--- config.mk ---
export PLATFORM = sky130hd
export DESIGN_NAME = ipvrr_ctrl
export DESIGN_NICKNAME = d
export VERILOG_FILES = /design/src/rtl/ipvrr_pkg.sv /design/src/rtl/ipvrr_ctrl.sv
export SDC_FILE = /design/constraint.sdc
export NUM_CORES = 1
export LEC_CHECK = 0
export ABC_AREA = 1
export BUFFER_PORTS_ARGS = -buffer_cell sky130_fd_sc_hd__clkbuf_2
export CAP_MARGIN = 0
export CORE_AREA = 2 2 39 41
export CTS_BUF_LIST = sky130_fd_sc_hd__clkbuf_8
export DETAILED_ROUTE_END_ITERATION = 8
export DIE_AREA = 0 0 41 43
export SYNTH_ARGS = -nofsm -noshare
export SYNTH_HDL_FRONTEND = slang
export SYNTH_SLANG_ARGS = --single-unit
--- constraint.sdc ---
create_clock -name i_clk -period 1.4 [get_ports i_clk]
set_input_delay 0.07 -clock i_clk [delete_from_list [all_inputs] [get_ports i_clk]]
set_output_delay 0.07 -clock i_clk [all_outputs]
set_load 0.05 [all_outputs]
--- src/rtl/ipvrr_pkg.sv ---
// ----------------------------------------------------------------------------
// ipvrr_pkg
// Shared types and constants of the insertion/promotion vector RRIP block:
// field widths, operation and register codes, controller/datapath buses and
// the random-number LFSR step.
// ----------------------------------------------------------------------------
package ipvrr_pkg;

    // Widths of the word fields.
    localparam int SET_W    = 11;
    localparam int WAY_W    = 4;
    localparam int VEC_W    = 8;
    localparam int VEC_ENTS = 4;
    localparam int LFSR_W   = 16;

    // Operation codes carried in tuser.
    localparam logic OP_VICTIM = 1'b0;
    localparam logic OP_UPDATE = 1'b1;

    // Configuration register indexes.
    localparam logic CFG_DEMAND   = 1'b0;
    localparam logic CFG_PREFETCH = 1'b1;

    localparam logic [VEC_W-1:0]  VEC_RESET = 8'd128;
    localparam logic [LFSR_W-1:0] LFSR_SEED = 16'hACE1;
    localparam logic [LFSR_W-1:0] LFSR_TAPS = 16'hB400;
    localparam logic [3:0]        DIV_LAST  = 4'(LFSR_W - 1);

    // Commands from the controller to the datapath.
    typedef struct packed {
        logic clear_wr;  // write one reset row during the clearing pass
        logic load;      // capture an accepted word
        logic addr_rd;   // reduce the set index and read the row
        logic row_proc;  // update or age the row and write it back
        logic div_step;  // one step of the remainder unit
        logic pick;      // select the victim and load the output register
    } t_cmd;

    // Status from the datapath to the controller.
    typedef struct packed {
        logic clr_last;   // clearing pass writes its last row
        logic op_victim;  // captured word is a victim request
        logic div_last;   // remainder unit does its last step
    } t_status;

    // One step of the Galois LFSR: shift right, fold the taps in on a one.
    function automatic logic [LFSR_W-1:0] lfsr_next(input logic [LFSR_W-1:0] s);
        logic [LFSR_W-1:0] t;
        t = s >> 1;
        if (s[0]) begin
            t = t ^ LFSR_TAPS;
        end
        return t;
    endfunction

endpackage

--- src/rtl/ipvrr_ctrl.sv ---
// ----------------------------------------------------------------------------
// ipvrr_ctrl
// Controller of the RRIP block: sequences the clearing pass, the row
// read-modify-write, the remainder steps and the output register.
// ----------------------------------------------------------------------------
module ipvrr_ctrl (
    input  logic               i_clk,
    input  logic               i_rst_n,
    input  logic               i_s_tvalid,
    output logic               o_s_tready,
    output logic               o_m_tvalid,
    input  logic               i_m_tready,
    input  ipvrr_pkg::t_status i_status,
    output ipvrr_pkg::t_cmd    o_cmd
);
    import ipvrr_pkg::*;

    typedef enum logic [2:0] {
        ST_CLEAR,
        ST_IDLE,
        ST_ADDR,
        ST_ROW,
        ST_DIV,
        ST_PICK
    } t_state;

    t_state r_state;
    logic   r_out_valid;
    logic   out_free;

    assign out_free   = !r_out_valid || i_m_tready;
    assign o_s_tready = (r_state == ST_IDLE);
    assign o_m_tvalid = r_out_valid;

    always_comb begin
        o_cmd          = '0;
        o_cmd.clear_wr = (r_state == ST_CLEAR);
        o_cmd.load     = (r_state == ST_IDLE) && i_s_tvalid;
        o_cmd.addr_rd  = (r_state == ST_ADDR);
        o_cmd.row_proc = (r_state == ST_ROW);
        o_cmd.div_step = (r_state == ST_DIV);
        o_cmd.pick     = (r_state == ST_PICK) && out_free;
    end

    always_ff @(posedge i_clk) begin
        if (!i_rst_n) begin
            r_state     <= ST_CLEAR;
            r_out_valid <= 1'b0;
        end else begin
            // A new victim replaces a word that is taken in the same cycle.
            if (o_cmd.pick) begin
                r_out_valid <= 1'b1;
            end else if (i_m_tready) begin
                r_out_valid <= 1'b0;
            end
            case (r_state)
                ST_CLEAR: begin
                    if (i_status.clr_last) begin
                        r_state <= ST_IDLE;
                    end
                end
                ST_IDLE: begin
                    if (i_s_tvalid) begin
                        r_state <= ST_ADDR;
                    end
                end
                ST_ADDR: begin
                    r_state <= ST_ROW;
                end
                ST_ROW: begin
                    r_state <= i_status.op_victim ? ST_DIV : ST_IDLE;
                end
                ST_DIV: begin
                    if (i_status.div_last) begin
                        r_state <= ST_PICK;
                    end
                end
                ST_PICK: begin
                    if (out_free) begin
                        r_state <= ST_IDLE;
                    end
                end
                default: begin
                    r_state <= ST_IDLE;
                end
            endcase
        end
    end

    // One word at a time: after an accept the input side closes.
    a_one_at_a_time: assert property (@(posedge i_clk) disable iff (!i_rst_n)
        (i_s_tvalid && o_s_tready) |=> !o_s_tready)
        else $error("input accepted twice in a row");

    // A result only appears at the end of a victim request.
    a_valid_from_pick: assert property (@(posedge i_clk) disable iff (!i_rst_n)
        $rose(r_out_valid) |-> ($past(r_state) == ST_PICK))
        else $error("output valid without a victim pick");

endmodule

== Word level (Yosys, flattened, before mapping) ==
Index checks and enable logic that the tools add are counted.
Widths: inputs -> output; s select.

* Logic and storage cells: 26
* Bits in registers: 4
* Output and inout port bits: 8
* Bits of input ports: 7

* Multiplexer cells: 8
* Reduce and logical (&&, ||, !) cells: 7
* Eq/ne operators: 9

{| class="wikitable"
|+ Operator list
! operator !! count
|-
| $pmux 3 s6 || 1
|-
| $mux 3 || 5
|-
| $ne 2x2->1 const B || 4
|-
| $eq 3x2->1 const B || 2
|-
| $eq 3x3->1 const B || 2
|-
| $reduce_and 4->1 || 1
|-
| $eq 3x1->1 const B || 1
|-
| $logic_not 3->1 || 1
|-
| $logic_and 1x1->1 || 2
|-
| $mux 1 || 2
|-
| $reduce_bool 2->1 || 1
|-
| $logic_not 1->1 || 1
|-
| $logic_or 1x1->1 || 1
|}

== Depth between registers and ports, before layout ==
* Word-level depth: 4
* Mapped depth: 8
* Mapped depth without buffers: 8

== Worst setup path before layout ==
OpenSTA, ideal clock, no wires.

* Kind: register to register
* Start point: register r_state[1]
* End point: register r_state[1]
* Library setup time: 0.068 ns
* Clock period less this slack: 1.917 ns
* Stages on the path, launching flop included: 5
* Buffers on the path: 0
* Required time: 1.332 ns
* Path slack: -0.517 ns
* Arrival time: 1.849 ns
* Path through: dfxtp_1 inv_2 nor3_1 o21ai_1 nor2_1

{| class="wikitable"
|+ RTL lines
! item !! RTL line !! source
|-
| start, declared || ipvrr_ctrl.sv:27 || <nowiki>t_state r_state;</nowiki>
|-
| start signal, assigned || ipvrr_ctrl.sv:71 || <nowiki>r_state <= i_status.op_victim ? ST_DIV : ST_IDLE;</nowiki>
|}

==> run summary <==
layout cells sized above 1 -> 0.463
Worst IR Drop VDD -> 0.726 mV
CTS Buffer Depth -> 2
Switching Fraction -> 0.545
Leak -> 0.241 nW
first-pass GRT wire length -> 1240 µm
Net Count, Synth -> 57
Ant. Diodes -> 0
RSZ-0062 raised after global routing -> false
area grow syn2layout -> 52.1%
GRT Overall Usage -> 0.113
kind of critical path -> flop to output port
CP Data Required Time -> 1.33 ns
endpoint class of the critical path -> output port
P per Cell Area -> 2570 nW/µm²
GRT met3 Usage -> 0.0471
WP data arrival -> 1.21 ns
worst reg2reg setup slack -> 0.24 ns
Final HPWL DP -> 623 µm
H-tree lvl count -> 1
Clock Latency Late Sink -> 0.22 ns
routability cong. -> 0.666
Core ar. -> 1380 µm²
DRT Pass-1 Iters -> 4
syn_area_per_cell -> 5.86 µm²
Reg clk slew, reported paths -> 0.03 ns
gr ovfl total -> 0
number of global-route vias before repair -> 329
# DRC -> 0
# rows -> 14
GR peak layer -> met2
Synth Cell Area -> 293 µm²
M1 GR Usage -> 0.110
count of pins over their slew limit -> 0
post-synthesis instance total -> 50
Tmin final -> 1.28 ns
Final setup viols -> 0
antenna-violating nets left -> 0
Fin Hold WS -> 0.0823 ns
Initial DRC Count -> 2
status -> finished clean
final hold viol count -> 0
Initial Util -> 0.212
CTS Hold Bufs -> 0
Setup TNS -> 0 ns
post_cts resized -> 1
sequential fraction of the synthesis area -> 0.274
Period Utilization, post-route -> 0.915
Yosys reg bits -> 4
Setup crit start kind -> flop
Hold Crit Class -> input pin to flop
Core Util, Final -> 0.322
clock share of power -> 0.213
CTS root buffer -> clkbuf_8
clock skew -> 0.00550 ns
Logic pwr share -> 0.589
max_cap viols -> 0
layout net count -> 76
Final Power -> 1.14 mW
I/O Buffers -> 14
Sequential Power Share -> 0.199
clk sinks -> 4
Post-CTS Setup Inserts -> 0
Syn. warnings -> 0
antenna violations before repair -> 0
CTS tree -> built
CTS Buf Count -> 3
number of I/O pins -> 15
Wirelength per Cell -> 9.08 µm
Non-Filler Instances -> 83
Die Height -> 43 µm
largest net degree at the start of global routing -> 8
Netlist cell types -> 14
Slew headroom -> 0.815
worst-margin pin slew -> 0.278 ns
Post-Route WL -> 754 µm
Sw Pwr -> 0.623 mW
dpl cells -> 80
total die area -> 1760 µm²
Via Count -> 345
internal power -> 0.520 mW
Chip Width -> 41 µm
Max Freq -> 781 MHz
met2 Usage GRT -> 0.169
Vias/cell -> 4.16
crit path max fanout -> 5
==> layout by cell type (no fill, tap or decap) <==
cell and n:
nand3_2 1, nand3b_1 2, nand2_2 1, buf_4 1
nor3_2 2, buf_2 1, inv_1 8, nand3_1 3
a21oi_1 1, a21oi_2 1, nor2_1 11, nand4_1 1
clkbuf_2 11, dfxtp_1 2, inv_2 3, clkbuf_4 1
clkbuf_8 3, nor2_2 4, o21ai_1 2, dfxtp_2 2
nand2_1 6
==> critical path: stages, from the launching register on <==
cell,delay (ns)
dfxtp_1,0.36
inv_2,0.12
nand3_2,0.11
a21oi_2,0.12
clkbuf_2,0.28
==> flip-flops by register name, indices dropped and copies added (netlist names) <==
name / flops
r_state: 3
o_m_tvalid: 1
==> metal layers <==
| metal | wire (µm) | share of wire | vias to the layer above |
|---|---|---|---|
| li1 | - | - | 189 |
| met1 | 310 | 0.41 | 148 |
| met2 | 392 | 0.52 | 6 |
| met3 | 40 | 0.053 | 2 |
| met4 | 11 | 0.015 | 0 |
| met5 | 0 | 0 | - |
==> layout make-up <==
class | count | area (µm²)
clock buffers | 3 | 41.3
fillers | 157 | 938
inverters | 11 | 41.3
multi-input cells | 35 | 185
flip-flops and latches | 4 | 82.6
well taps | 16 | 20.0
repair buffers | 14 | 75.1
==> kinds of logic (layout without fill, tap and decap cells) <==
group | Yosys count | after routing | synth area share
AO/OA/AOI/OAI | 4 | 4 | 0.0684
buffers and inverters | 11 | 28 | 0.141
flip-flops | 4 | 4 | 0.274
AND/OR/NAND/NOR | 31 | 31 | 0.517
==> power groups by stage <==
stage | Combinational, mW | Sequential, mW | Clock [mW]
final | 0.673 | 0.227 | 0.243
after global routing | 0.737 | 0.239 | 0.261
after CTS | 0.672 | 0.222 | 0.246
after detailed placement | 0.665 | 0.223 | 0
after global placement | 0.662 | 0.219 | 0
after floorplan | 0.525 | 0.226 | 0
==> Yosys cell counts <==
| cell type | n | share of area |
|---|---|---|
| dfxtp_1 | 4 | 0.27 |
| nand2_2 | 1 | 0.021 |
| nand3_2 | 1 | 0.034 |
| nand3_1 | 3 | 0.051 |
| inv_2 | 3 | 0.038 |
| a21oi_1 | 2 | 0.034 |
| inv_1 | 8 | 0.10 |
| nor2_1 | 11 | 0.14 |
| nor3_1 | 2 | 0.034 |
| nand4_1 | 1 | 0.021 |
| o21ai_1 | 2 | 0.034 |
| nand3b_1 | 2 | 0.051 |
| nand2_1 | 6 | 0.077 |
| nor2_2 | 4 | 0.085 |
==> final timing paths <==
check	cells after the start	end	startpoint
setup / recovery	4	o_cmd[0]	r_state[1]
hold / removal	3	r_state[2]	i_rst_n
setup reg to reg	7	r_state[2]	r_state[1]
hold reg to reg	2	r_state[0]	r_state[0]
==> metrics by stage <==
step	area [µm²]	worst slack, ns
after floorplan	307	-0.0505
after CTS	440	0.00986
after global routing	445	0.00176
after detailed placement	397	0.221
final	445	0.120
after global placement	397	0.235
No activity file was read; power rests on OpenSTA's default activity.
